## config.mk

```make
export PLATFORM = sky130hd
export DESIGN_NAME = ppm_segment_decoder_polarity_lock_core
export DESIGN_NICKNAME = d
export VERILOG_FILES = /design/src/hw/rtl/ppmpl_pkg.sv /design/src/hw/rtl/ppmpl_lane.sv /design/src/hw/rtl/ppmpl_front.sv /design/src/hw/rtl/ppmpl_frame_fifo.sv /design/src/hw/rtl/ppmpl_back.sv /design/src/hw/rtl/ppm_segment_decoder_polarity_lock_core.sv
export SDC_FILE = /design/constraint.sdc
export NUM_CORES = 2
export LEC_CHECK = 0
export BUFFER_PORTS_ARGS = -buffer_cell sky130_fd_sc_hd__buf_2
export CAP_MARGIN = 20
export CORE_ASPECT_RATIO = 0.6
export CORE_MARGIN = 4
export CORE_UTILIZATION = 45
export DETAILED_ROUTE_END_ITERATION = 7
export GPL_TIMING_DRIVEN = 1
export PLACE_DENSITY = 0.69
export SLEW_MARGIN = 20
export SYNTH_ARGS = -nofsm -noshare
export SYNTH_HDL_FRONTEND = slang
export SYNTH_SLANG_ARGS = --single-unit
```

## constraint.sdc

```tcl
create_clock -name clk -period 16.7 [get_ports clk]
set_input_delay 3.34 -clock clk [delete_from_list [all_inputs] [get_ports clk]]
set_output_delay 3.34 -clock clk [all_outputs]
set_load 0.02 [all_outputs]
```

## src/hw/rtl/ppmpl_pkg.sv

```systemverilog
// ============================================================================
// ppmpl_pkg
// Shared types, widths, register indexes and reset values for the PPM
// segment decoder with polarity lock.
// ============================================================================
`default_nettype none

package ppmpl_pkg;

  // Default frame capacity (channels per frame)
  localparam int MAX_CHANNELS_DEF = 12;

  // Field widths
  localparam int DUR_W       = 15;
  localparam int GAP_W       = 16;
  localparam int MINCH_W     = 4;
  localparam int IDX_OUT_W   = 4;
  localparam int CFG_INDEX_W = 3;
  localparam int CFG_DATA_W  = 15;

  // Frames that can wait between the decoder front and the result sequencer
  localparam int FRAME_FIFO_DEPTH = 2;

  // Register indexes
  localparam logic [CFG_INDEX_W-1:0] REG_MARKER_MIN  = 3'd0;
  localparam logic [CFG_INDEX_W-1:0] REG_MARKER_MAX  = 3'd1;
  localparam logic [CFG_INDEX_W-1:0] REG_CHANNEL_MIN = 3'd2;
  localparam logic [CFG_INDEX_W-1:0] REG_CHANNEL_MAX = 3'd3;
  localparam logic [CFG_INDEX_W-1:0] REG_SYNC_GAP    = 3'd4;
  localparam logic [CFG_INDEX_W-1:0] REG_MIN_CHAN    = 3'd5;

  // Register reset values
  localparam logic [DUR_W-1:0]   MARKER_MIN_RST  = 15'd100;
  localparam logic [DUR_W-1:0]   MARKER_MAX_RST  = 15'd500;
  localparam logic [DUR_W-1:0]   CHANNEL_MIN_RST = 15'd900;
  localparam logic [DUR_W-1:0]   CHANNEL_MAX_RST = 15'd2100;
  localparam logic [DUR_W-1:0]   SYNC_GAP_RST    = 15'd2700;
  localparam logic [MINCH_W-1:0] MIN_CHAN_RST    = 4'd4;

  // Input word
  typedef struct packed {
    logic             segment_level;
    logic [DUR_W-1:0] segment_duration;
    logic             end_of_burst;
  } ppmpl_in_t;

  // Result word
  typedef struct packed {
    logic                 decoded;
    logic [IDX_OUT_W-1:0] channel_index;
    logic [DUR_W-1:0]     pulse_width;
    logic [IDX_OUT_W-1:0] channel_count;
    logic                 marker_polarity_out;
    logic                 last;
  } ppmpl_out_t;

  // Configuration register set
  typedef struct packed {
    logic [DUR_W-1:0]   marker_min_us;
    logic [DUR_W-1:0]   marker_max_us;
    logic [DUR_W-1:0]   channel_min_us;
    logic [DUR_W-1:0]   channel_max_us;
    logic [DUR_W-1:0]   sync_gap_us;
    logic [MINCH_W-1:0] min_channels;
  } ppmpl_cfg_t;

  // Frame header handed from front to back
  typedef struct packed {
    logic decoded;
    logic polarity;
  } ppmpl_frame_hdr_t;

endpackage

`default_nettype wire

```

## src/hw/rtl/ppmpl_lane.sv

```systemverilog
// ============================================================================
// ppmpl_lane
// One PPM decode lane: marker detection, gap accumulation, channel capture
// and best-frame tracking for a single marker level.
// ============================================================================
`default_nettype none

module ppmpl_lane #(
  parameter int MAX_CHANNELS = ppmpl_pkg::MAX_CHANNELS_DEF,
  parameter bit LEVEL        = 1'b0
) (
  input  wire logic                             clk,
  input  wire logic                             rst,
  input  wire logic                             seg_valid,
  input  wire logic                             seg_level,
  input  wire logic [ppmpl_pkg::DUR_W-1:0]      seg_duration,
  input  wire logic                             burst_end,
  input  wire ppmpl_pkg::ppmpl_cfg_t            cfg,
  output logic [$clog2(MAX_CHANNELS+1)-1:0]     fin_count,
  output logic [MAX_CHANNELS-1:0][ppmpl_pkg::DUR_W-1:0] fin_pulses
);

  localparam int CW = $clog2(MAX_CHANNELS + 1);
  localparam int IW = $clog2(MAX_CHANNELS);
  localparam int KW = (CW > ppmpl_pkg::MINCH_W) ? CW : ppmpl_pkg::MINCH_W;
  localparam int DW = ppmpl_pkg::DUR_W;
  localparam int GW = ppmpl_pkg::GAP_W;

  logic                            have_marker;
  logic [GW-1:0]                   gap_sum;
  logic [CW-1:0]                   count;
  logic [CW-1:0]                   best_count;
  logic [MAX_CHANNELS-1:0][DW-1:0] pulses;
  logic [MAX_CHANNELS-1:0][DW-1:0] best_pulses;

  logic                            have_next;
  logic [GW-1:0]                   gap_next;
  logic [CW-1:0]                   count_next;
  logic [CW-1:0]                   best_count_next;
  logic [MAX_CHANNELS-1:0][DW-1:0] pulses_next;
  logic [MAX_CHANNELS-1:0][DW-1:0] best_pulses_next;

  logic          is_marker;
  logic          gap_is_sync;
  logic          gap_is_chan;
  logic          append;
  logic          copy_best;
  logic          take_final;
  logic [GW:0]   gap_add;
  logic [KW-1:0] min_k;

  assign min_k = KW'(cfg.min_channels);

  // Classify the segment and the gap that it closes
  assign is_marker = seg_valid && (seg_level == LEVEL) &&
                     (seg_duration >= cfg.marker_min_us) &&
                     (seg_duration <= cfg.marker_max_us);
  assign gap_is_sync = gap_sum >= {1'b0, cfg.sync_gap_us};
  assign gap_is_chan = (gap_sum >= {1'b0, cfg.channel_min_us}) &&
                       (gap_sum <= {1'b0, cfg.channel_max_us});
  assign gap_add     = {1'b0, gap_sum} + {2'b00, seg_duration};

  // Segment step: sync, channel append, error or gap accumulation
  always_comb begin
    have_next       = have_marker;
    gap_next        = gap_sum;
    count_next      = count;
    best_count_next = best_count;
    append          = 1'b0;
    copy_best       = 1'b0;
    if (is_marker) begin
      have_next = 1'b1;
      gap_next  = {1'b0, seg_duration};
      if (have_marker) begin
        priority if (gap_is_sync) begin
          if ((KW'(count) >= min_k) && (count > best_count)) begin
            best_count_next = count;
            copy_best       = 1'b1;
          end
          count_next = '0;
        end else if (gap_is_chan) begin
          if (count < CW'(MAX_CHANNELS)) begin
            append     = 1'b1;
            count_next = count + CW'(1);
          end
        end else begin
          count_next = '0;
        end
      end
    end else if (seg_valid && have_marker) begin
      gap_next = gap_add[GW] ? {GW{1'b1}} : gap_add[GW-1:0];
    end
  end

  // Write the appended interval into its slot
  always_comb begin
    for (int i = 0; i < MAX_CHANNELS; i++) begin
      if (append && (count[IW-1:0] == IW'(i))) begin
        pulses_next[i] = gap_sum[DW-1:0];
      end else begin
        pulses_next[i] = pulses[i];
      end
    end
  end

  assign best_pulses_next = copy_best ? pulses : best_pulses;

  // Final offer of the open frame at burst end
  assign take_final = (KW'(count_next) >= min_k) && (count_next > best_count_next);
  assign fin_count  = take_final ? count_next : best_count_next;
  assign fin_pulses = take_final ? pulses_next : best_pulses_next;

  // Advance lane control state; clear it at burst end
  always_ff @(posedge clk) begin
    if (rst) begin
      have_marker <= 1'b0;
      gap_sum     <= '0;
      count       <= '0;
      best_count  <= '0;
    end else if (burst_end) begin
      have_marker <= 1'b0;
      gap_sum     <= '0;
      count       <= '0;
      best_count  <= '0;
    end else begin
      have_marker <= have_next;
      gap_sum     <= gap_next;
      count       <= count_next;
      best_count  <= best_count_next;
    end
  end

  // Hold captured intervals
  always_ff @(posedge clk) begin
    pulses      <= pulses_next;
    best_pulses <= best_pulses_next;
  end

endmodule

`default_nettype wire

```

## src/hw/rtl/ppmpl_front.sv

```systemverilog
// ============================================================================
// ppmpl_front
// Decoder front: configuration registers, the two decode lanes, and the
// lane choice with polarity lock at burst end.
// ============================================================================
`default_nettype none

module ppmpl_front #(
  parameter int MAX_CHANNELS = ppmpl_pkg::MAX_CHANNELS_DEF
) (
  input  wire logic                                   clk,
  input  wire logic                                   rst,
  input  wire logic                                   accept,
  input  wire ppmpl_pkg::ppmpl_in_t                   segment,
  input  wire logic                                   cfg_we,
  input  wire logic [ppmpl_pkg::CFG_INDEX_W-1:0]      cfg_index,
  input  wire logic [ppmpl_pkg::CFG_DATA_W-1:0]       cfg_data,
  output logic                                        frame_push,
  output ppmpl_pkg::ppmpl_frame_hdr_t                 frame_hdr,
  output logic [$clog2(MAX_CHANNELS+1)-1:0]           frame_count,
  output logic [MAX_CHANNELS-1:0][ppmpl_pkg::DUR_W-1:0] frame_pulses
);

  localparam int CW = $clog2(MAX_CHANNELS + 1);
  localparam int DW = ppmpl_pkg::DUR_W;

  ppmpl_pkg::ppmpl_cfg_t cfg;
  logic                  locked_polarity;
  logic                  polarity_held;

  logic                            seg_valid;
  logic                            burst_end;
  logic [CW-1:0]                   fin_count0;
  logic [CW-1:0]                   fin_count1;
  logic [MAX_CHANNELS-1:0][DW-1:0] fin_pulses0;
  logic [MAX_CHANNELS-1:0][DW-1:0] fin_pulses1;
  logic                            valid0;
  logic                            valid1;
  logic                            chosen;
  logic                            chosen_ok;

  // Configuration registers
  always_ff @(posedge clk) begin
    if (rst) begin
      cfg.marker_min_us  <= ppmpl_pkg::MARKER_MIN_RST;
      cfg.marker_max_us  <= ppmpl_pkg::MARKER_MAX_RST;
      cfg.channel_min_us <= ppmpl_pkg::CHANNEL_MIN_RST;
      cfg.channel_max_us <= ppmpl_pkg::CHANNEL_MAX_RST;
      cfg.sync_gap_us    <= ppmpl_pkg::SYNC_GAP_RST;
      cfg.min_channels   <= ppmpl_pkg::MIN_CHAN_RST;
    end else if (cfg_we) begin
      unique case (cfg_index)
        ppmpl_pkg::REG_MARKER_MIN:  cfg.marker_min_us  <= cfg_data;
        ppmpl_pkg::REG_MARKER_MAX:  cfg.marker_max_us  <= cfg_data;
        ppmpl_pkg::REG_CHANNEL_MIN: cfg.channel_min_us <= cfg_data;
        ppmpl_pkg::REG_CHANNEL_MAX: cfg.channel_max_us <= cfg_data;
        ppmpl_pkg::REG_SYNC_GAP:    cfg.sync_gap_us    <= cfg_data;
        ppmpl_pkg::REG_MIN_CHAN:
          cfg.min_channels <= cfg_data[ppmpl_pkg::MINCH_W-1:0];
        default: ;
      endcase
    end
  end

  assign seg_valid = accept && (segment.segment_duration != '0);
  assign burst_end = accept && segment.end_of_burst;

  ppmpl_lane #(
    .MAX_CHANNELS (MAX_CHANNELS),
    .LEVEL        (1'b0)
  ) u_lane0 (
    .clk          (clk),
    .rst          (rst),
    .seg_valid    (seg_valid),
    .seg_level    (segment.segment_level),
    .seg_duration (segment.segment_duration),
    .burst_end    (burst_end),
    .cfg          (cfg),
    .fin_count    (fin_count0),
    .fin_pulses   (fin_pulses0)
  );

  ppmpl_lane #(
    .MAX_CHANNELS (MAX_CHANNELS),
    .LEVEL        (1'b1)
  ) u_lane1 (
    .clk          (clk),
    .rst          (rst),
    .seg_valid    (seg_valid),
    .seg_level    (segment.segment_level),
    .seg_duration (segment.segment_duration),
    .burst_end    (burst_end),
    .cfg          (cfg),
    .fin_count    (fin_count1),
    .fin_pulses   (fin_pulses1)
  );

  assign valid0 = fin_count0 != '0;
  assign valid1 = fin_count1 != '0;

  // Pick the winning lane: held polarity first, else the other lane; unlocked, the longer frame (lane 0 on a tie)
  always_comb begin
    chosen    = 1'b0;
    chosen_ok = 1'b0;
    if (polarity_held) begin
      priority if (locked_polarity ? valid1 : valid0) begin
        chosen    = locked_polarity;
        chosen_ok = 1'b1;
      end else if (locked_polarity ? valid0 : valid1) begin
        chosen    = ~locked_polarity;
        chosen_ok = 1'b1;
      end else begin
        chosen_ok = 1'b0;
      end
    end else begin
      priority if (valid0 && valid1) begin
        chosen    = (fin_count0 >= fin_count1) ? 1'b0 : 1'b1;
        chosen_ok = 1'b1;
      end else if (valid0) begin
        chosen_ok = 1'b1;
      end else if (valid1) begin
        chosen    = 1'b1;
        chosen_ok = 1'b1;
      end else begin
        chosen_ok = 1'b0;
      end
    end
  end

  // Lock the winner's polarity
  always_ff @(posedge clk) begin
    if (rst) begin
      locked_polarity <= 1'b0;
      polarity_held   <= 1'b0;
    end else if (burst_end && chosen_ok) begin
      locked_polarity <= chosen;
      polarity_held   <= 1'b1;
    end
  end

  // Frame word toward the queue
  assign frame_push         = burst_end;
  assign frame_hdr.decoded  = chosen_ok;
  assign frame_hdr.polarity = chosen_ok ? chosen : locked_polarity;
  assign frame_count        = chosen_ok ? (chosen ? fin_count1 : fin_count0) : '0;
  assign frame_pulses       = chosen ? fin_pulses1 : fin_pulses0;

endmodule

`default_nettype wire

```

## src/hw/rtl/ppmpl_frame_fifo.sv

```systemverilog
// ============================================================================
// ppmpl_frame_fifo
// Short queue of decoded frames between the decoder front and the result
// sequencer.
// ============================================================================
`default_nettype none

module ppmpl_frame_fifo #(
  parameter int MAX_CHANNELS = ppmpl_pkg::MAX_CHANNELS_DEF
) (
  input  wire logic                                     clk,
  input  wire logic                                     rst,
  input  wire logic                                     wr_en,
  input  wire ppmpl_pkg::ppmpl_frame_hdr_t              wr_hdr,
  input  wire logic [$clog2(MAX_CHANNELS+1)-1:0]        wr_count,
  input  wire logic [MAX_CHANNELS-1:0][ppmpl_pkg::DUR_W-1:0] wr_pulses,
  input  wire logic                                     rd_en,
  output logic                                          fifo_full,
  output logic                                          fifo_empty,
  output ppmpl_pkg::ppmpl_frame_hdr_t                   rd_hdr,
  output logic [$clog2(MAX_CHANNELS+1)-1:0]             rd_count,
  output logic [MAX_CHANNELS-1:0][ppmpl_pkg::DUR_W-1:0] rd_pulses
);

  localparam int DEPTH = ppmpl_pkg::FRAME_FIFO_DEPTH;
  localparam int PW    = $clog2(DEPTH);
  localparam int FW    = $clog2(DEPTH + 1);
  localparam int CW    = $clog2(MAX_CHANNELS + 1);
  localparam int DW    = ppmpl_pkg::DUR_W;

  ppmpl_pkg::ppmpl_frame_hdr_t     hdr_q    [DEPTH];
  logic [CW-1:0]                   count_q  [DEPTH];
  logic [MAX_CHANNELS-1:0][DW-1:0] pulses_q [DEPTH];

  logic [PW-1:0] wr_ptr;
  logic [PW-1:0] rd_ptr;
  logic [FW-1:0] fill;
  logic          do_wr;
  logic          do_rd;

  assign fifo_full  = fill == FW'(DEPTH);
  assign fifo_empty = fill == '0;
  assign do_wr      = wr_en && !fifo_full;
  assign do_rd      = rd_en && !fifo_empty;

  // Store incoming frames
  always_ff @(posedge clk) begin
    if (do_wr) begin
      hdr_q[wr_ptr]    <= wr_hdr;
      count_q[wr_ptr]  <= wr_count;
      pulses_q[wr_ptr] <= wr_pulses;
    end
  end

  // Advance pointers and fill level
  always_ff @(posedge clk) begin
    if (rst) begin
      wr_ptr <= '0;
      rd_ptr <= '0;
      fill   <= '0;
    end else begin
      if (do_wr) begin
        wr_ptr <= (wr_ptr == PW'(DEPTH - 1)) ? '0 : wr_ptr + PW'(1);
      end
      if (do_rd) begin
        rd_ptr <= (rd_ptr == PW'(DEPTH - 1)) ? '0 : rd_ptr + PW'(1);
      end
      if (do_wr && !do_rd) begin
        fill <= fill + FW'(1);
      end else if (do_rd && !do_wr) begin
        fill <= fill - FW'(1);
      end
    end
  end

  assign rd_hdr    = hdr_q[rd_ptr];
  assign rd_count  = count_q[rd_ptr];
  assign rd_pulses = pulses_q[rd_ptr];

endmodule

`default_nettype wire

```

## src/hw/rtl/ppmpl_back.sv

```systemverilog
// ============================================================================
// ppmpl_back
// Result sequencer: walks the head frame into a registered result stage,
// one channel per cycle while the output register is free or popped.
// ============================================================================
`default_nettype none

module ppmpl_back #(
  parameter int MAX_CHANNELS = ppmpl_pkg::MAX_CHANNELS_DEF
) (
  input  wire logic                                     clk,
  input  wire logic                                     rst,
  input  wire logic                                     head_valid,
  input  wire ppmpl_pkg::ppmpl_frame_hdr_t              head_hdr,
  input  wire logic [$clog2(MAX_CHANNELS+1)-1:0]        head_count,
  input  wire logic [MAX_CHANNELS-1:0][ppmpl_pkg::DUR_W-1:0] head_pulses,
  output logic                                          head_pop,
  input  wire logic                                     pop,
  output logic                                          empty,
  output ppmpl_pkg::ppmpl_out_t                         result
);

  localparam int CW = $clog2(MAX_CHANNELS + 1);
  localparam int IW = $clog2(MAX_CHANNELS);
  localparam int OW = ppmpl_pkg::IDX_OUT_W;

  logic                  out_valid;
  ppmpl_pkg::ppmpl_out_t out_word;
  logic [IW-1:0]         idx;
  ppmpl_pkg::ppmpl_out_t res;
  logic                  load;

  assign load = head_valid && (!out_valid || pop);

  // Build the next result from the head frame
  always_comb begin
    res.decoded             = head_hdr.decoded;
    res.marker_polarity_out = head_hdr.polarity;
    if (head_hdr.decoded) begin
      res.channel_index = OW'(idx);
      res.pulse_width   = head_pulses[idx];
      res.channel_count = OW'(head_count);
      res.last          = (CW'(idx) + CW'(1)) == head_count;
    end else begin
      res.channel_index = '0;
      res.pulse_width   = '0;
      res.channel_count = '0;
      res.last          = 1'b1;
    end
  end

  assign head_pop = load && res.last;

  // Advance the channel index within the frame
  always_ff @(posedge clk) begin
    if (rst) begin
      idx <= '0;
    end else if (load) begin
      idx <= res.last ? '0 : idx + IW'(1);
    end
  end

  // Output register
  always_ff @(posedge clk) begin
    if (rst) begin
      out_valid <= 1'b0;
    end else if (load) begin
      out_valid <= 1'b1;
    end else if (pop) begin
      out_valid <= 1'b0;
    end
  end

  always_ff @(posedge clk) begin
    if (load) begin
      out_word <= res;
    end
  end

  assign empty  = !out_valid;
  assign result = out_word;

endmodule

`default_nettype wire

```

## src/hw/rtl/ppm_segment_decoder_polarity_lock_core.sv

```systemverilog
// ============================================================================
// ppm_segment_decoder_polarity_lock_core
// Two-polarity PPM frame decoder with polarity lock; emits the chosen
// frame's channels or one failure word per burst.
// ============================================================================
//
//  Channel   Direction  Handshake        Word
//  --------  ---------  ---------------  ------------------------------------
//  segment   in         push / full      level, duration, end of burst
//  result    out        empty / pop      one channel or failure per word
//  config    in         cfg_we           index, data; no back-pressure
//
//  One segment is taken per cycle while full is low; both lanes update in
//  the same cycle. A burst-end segment writes one frame into a two-entry
//  frame queue; the sequencer then drains it at one result word per cycle
//  while the output is free or popped (up to MAX_CHANNELS words per burst),
//  behind a one-word output register. full rises only while the frame queue
//  holds two frames. Synchronous rst clears all control state and resets config.
// ============================================================================
`default_nettype none

module ppm_segment_decoder_polarity_lock_core #(
  parameter int MAX_CHANNELS = ppmpl_pkg::MAX_CHANNELS_DEF
) (
  input  wire logic                               clk,
  input  wire logic                               rst,
  input  wire logic                               push,
  output logic                                    full,
  input  wire ppmpl_pkg::ppmpl_in_t               segment,
  output logic                                    empty,
  input  wire logic                               pop,
  output ppmpl_pkg::ppmpl_out_t                   result,
  input  wire logic                               cfg_we,
  input  wire logic [ppmpl_pkg::CFG_INDEX_W-1:0]  cfg_index,
  input  wire logic [ppmpl_pkg::CFG_DATA_W-1:0]   cfg_data
);

  localparam int CW = $clog2(MAX_CHANNELS + 1);
  localparam int DW = ppmpl_pkg::DUR_W;

  logic                            accept;
  logic                            frame_push;
  ppmpl_pkg::ppmpl_frame_hdr_t     frame_hdr;
  logic [CW-1:0]                   frame_count;
  logic [MAX_CHANNELS-1:0][DW-1:0] frame_pulses;
  logic                            fifo_full;
  logic                            fifo_empty;
  ppmpl_pkg::ppmpl_frame_hdr_t     head_hdr;
  logic [CW-1:0]                   head_count;
  logic [MAX_CHANNELS-1:0][DW-1:0] head_pulses;
  logic                            head_pop;

  assign full   = fifo_full;
  assign accept = push && !fifo_full;

  ppmpl_front #(
    .MAX_CHANNELS (MAX_CHANNELS)
  ) u_front (
    .clk          (clk),
    .rst          (rst),
    .accept       (accept),
    .segment      (segment),
    .cfg_we       (cfg_we),
    .cfg_index    (cfg_index),
    .cfg_data     (cfg_data),
    .frame_push   (frame_push),
    .frame_hdr    (frame_hdr),
    .frame_count  (frame_count),
    .frame_pulses (frame_pulses)
  );

  ppmpl_frame_fifo #(
    .MAX_CHANNELS (MAX_CHANNELS)
  ) u_fifo (
    .clk        (clk),
    .rst        (rst),
    .wr_en      (frame_push),
    .wr_hdr     (frame_hdr),
    .wr_count   (frame_count),
    .wr_pulses  (frame_pulses),
    .rd_en      (head_pop),
    .fifo_full  (fifo_full),
    .fifo_empty (fifo_empty),
    .rd_hdr     (head_hdr),
    .rd_count   (head_count),
    .rd_pulses  (head_pulses)
  );

  ppmpl_back #(
    .MAX_CHANNELS (MAX_CHANNELS)
  ) u_back (
    .clk         (clk),
    .rst         (rst),
    .head_valid  (!fifo_empty),
    .head_hdr    (head_hdr),
    .head_count  (head_count),
    .head_pulses (head_pulses),
    .head_pop    (head_pop),
    .pop         (pop),
    .empty       (empty),
    .result      (result)
  );

endmodule

`default_nettype wire

```

==> results.tsv <==
stage	metric	value	unit
routing	routedWlPerCell	25.48	um
yosys	synth_area_leaders	dfxtp_1, edfxtp_1, mux2_2	
placed_design	globalplace.congestion	0.9080	
clock_network	cts_inserted_buffers	107	
yosys	yosys_warnings	0	
routing	top_layer	met4	
final_layout	final_core_util	50.28	%
yosys	syn_inst	4306	
floorplan	initial_core_util	45.73	%
worst_setup_path	worstSetupPathType	in -> reg	
sta	tightest_slew	1.181	ns
routing	viasPerCell	5.800	
final_layout	syn_to_final_growth	9.951	%
worst_setup_path	slowest_delay	0.77	ns
routing	drt-met1-wl	72920	um
min_path	hold_path.class	reg -> reg	
clock_network	post_cts_resized	0	
global_route	grt_pass1_vias	34466	
yosys	synthDistinctLibCells	74	
worst_setup_path	cp_max_fo	63	
clock_network	clock_latency	0.71	ns
floorplan	dieHeight	278.5	um
worst_setup_path	cp_cell_sequence	buf_2, ha_1, and4_1, a21boi_0, o311a_1, a211o_1, nor3_1, nand3_4, buf_4, mux2i_1, ha_1, nor2b_1, o21ai_0, nand2b_1, a21oi_1, nor3_2, buf_4, buf_4, mux2_2, o2111ai_1, a2bb2oi_2, or2_4, buf_4, mux2_2	
clock_network	post_cts_buffers	0	
global_route	grt_pass1_wl	226600	um
run_status	status	completed	
final_layout	layout_common_cells	mux2_2, dfxtp_1, edfxtp_1	
placed_design	io_buffers	67	
routing	vias	34775	
yosys	syn-num-nets	4543	
worst_setup_path	arrival	11.79	ns
sta	fmax	88.18	MHz
floorplan	die_width	458.9	um
min_path	hold-path-cell-count	2	
worst_setup_path	crit_end	u_fifo.pulses_q[0][116]	
routing	wl_met2	63830	um
sta	timing_hold_violations_final	0	
global_route	grt_antenna_before_repair	6	
worst_setup_path	crit_required	17.15	ns
routing	wl	152800	um
yosys	yosysTopAreaCell	dfxtp_1	
clock_network	htreeDepth	3	
routing	postRouteAntennaNets	0	
worst_setup_path	r2r_cells	24	
floorplan	io_pins	68	
worst_setup_path	critical-path-slowest-cell	buf_4	
sta	grt_setup_unrepaired	no	
worst_setup_path	timing.rr.end	u_fifo.pulses_q[0][116]	
routing	drtIter0Drc	3422	
routing	firstDrtPassIters	7	
routing	met3_length	13080	um
power	power.leakage	24.40	nW
worst_setup_path	startpoint	segment[7]	
job	drv_cap	0	
yosys	yosys.area.top_type_share	31.40	%
clock_network	clock-sinks	1259	
worst_setup_path	crit_path_frequent_cell	buf_4	
yosys	ys_seq_area_share	53.17	%
clock_network	cts.hold.buffers_added	0	
clock_network	clockBufferDepth	3	
sta	fin_crit	11.34	ns
final_layout	n_antenna_cell	0	
clock_network	root_buffer	clkbuf_16	
worst_setup_path	worstSetupEndpointType	register	
clock_network	tritoncts	yes	
global_route	track_usage	23.52	%
yosys	synth_edf_count	398	
yosys	synthFlopType	dfxtp_1	
final_layout	layout-drive-gt1-share	33.58	%
power	irDropWorstVdd	0.08717	mV
worst_setup_path	startpoint_type	input port	
sta	fin_setup_tns	0	ns
power	power_density	109.9	mW/mm2
sta	fin_hold_ws	0.4565	ns
placed_design	place_inst	5796	
final_layout	final_cells	5996	
sta	slew_headroom	21.17	%
final_layout	fin_nets	4542	
final_layout	final_common_cell	mux2_2	
yosys	syn_area	0.05490	mm2
sta	fin_crit_sh	67.90	%
floorplan	core_region_area	0.1200	mm2
yosys	ys_ff_latch	1259	
sta	setup_viol	0	
worst_setup_path	r2r_setup_slack	7.67	ns
global_route	grt_max_degree	130	
yosys	syn_avg_cell_area	12.75	um2
yosys	synthArstFlopShare	0	%
floorplan	fp-row-count	98	
final_layout	n_fill_cell	10183	
sta	fin_skew	0.03012	ns
sta	slew_viol_final	0	
routing	drc	0	
clock_network	path_clk_slew	0.07	ns
worst_setup_path	r2r-start	u_front.cfg[53]	
placed_design	dp_hpwl	95660	um
floorplan	die_area	0.1278	mm2
global_route	grt_overflow	0	
[per-stage QoR]
step / area (um2) / setup WS [ns] / total power [mW]
floorplan: 54900 / 4.658 / 3.886
global placement: 56860 / 4.772 / 4.173
detailed placement: 56880 / 4.742 / 4.179
CTS: 60350 / 5.474 / 6.676
global route: 60360 / 4.994 / 6.851
finish: 60360 / 5.360 / 6.632
[logic make-up after synthesis]
group	synth area share, %
buffers and inverters	2.667
muxes	28.39
DFF	53.17
and+or+nand+nor	6.350
adders and majority gates	4.517
xor gates and xnor gates	0.5903
AOI/OAI and AO/OA	4.312
[layer usage]
metal	vias up	GRT usage, %
li1	15649	-
met1	17632	35.92
met2	1309	34.12
met3	185	4.774
met4	0	5.371
met5	-	0
[state kept, by name, summed over array words and instances (netlist names), 2 cells and up, named ones only]
name                         cells
u_fifo.fill                      2
u_back.result                   26
u_front.u_lane1.gap_sum         16
u_front.u_lane1.pulses         180
u_front.u_lane1.best_count       4
u_fifo.pulses_q                360
u_front.u_lane0.best_count       4
u_front.u_lane1.best_pulses    180
u_back.idx                       4
u_front.u_lane0.gap_sum         16
u_front.cfg                     79
u_front.u_lane1.count            4
u_front.u_lane0.count            4
u_fifo.hdr_q                     4
u_fifo.count_q                   8
u_front.u_lane0.best_pulses    180
u_front.u_lane0.pulses         180
[power breakdown]
group          leakage [nW]  total (mW)  switching, mW  internal [mW]
Combinational          12.1       0.777          0.475          0.302
Sequential             10.6        3.34         0.0657           3.27
Clock                  1.71        2.52           1.14           1.37
Total                  24.4        6.63           1.68           4.95
[layout make-up]
type | instances | area, um2 | share of cell area [%]
clock buffer | 155 | 3073 | 5.091
clock inverter | 45 | 399.1 | 0.6613
inverter | 124 | 466.7 | 0.7732
multi-input combinational | 2681 | 24330 | 40.32
sequential | 1259 | 29200 | 48.37
tap | 1600 | 2002 | 3.317
timing repair buffer | 132 | 885.9 | 1.468
[worst min path at each step]
stage | endpoint | from | slack, ns
3_3_place_gp | u_front.cfg[50] | u_front.cfg[50] | 0.44
2_1_floorplan | u_front.cfg[2] | u_front.cfg[2] | 0.44
6_report | u_front.cfg[39] | u_front.cfg[39] | 0.46
5_1_grt | u_front.cfg[65] | u_front.cfg[65] | 0.47
4_1_cts | u_front.cfg[62] | u_front.cfg[62] | 0.46
3_5_place_dp | u_front.cfg[62] | u_front.cfg[62] | 0.45
[cell usage after synthesis, types with 21 or more instances]
cell / count
mux2_2: 1022
dfxtp_1: 861
edfxtp_1: 398
nor2_1: 361
nand2_1: 222
ha_1: 195
clkbuf_1: 181
mux2i_1: 136
a21oi_1: 128
inv_1: 122
mux4_2: 105
o21ai_0: 71
nor3_1: 31
buf_1: 27
a21o_1: 25
nand3_1: 25
nand2b_1: 21
[worst max-delay path, delay by kind of cell]
family,cells,cell delay (ns)
buf+inv,5,2.72
simple gates,7,2.24
compound gates,7,1.59
mux,3,1.06
fa+ha+maj,2,0.71
(Power assumes the default switching activity.)
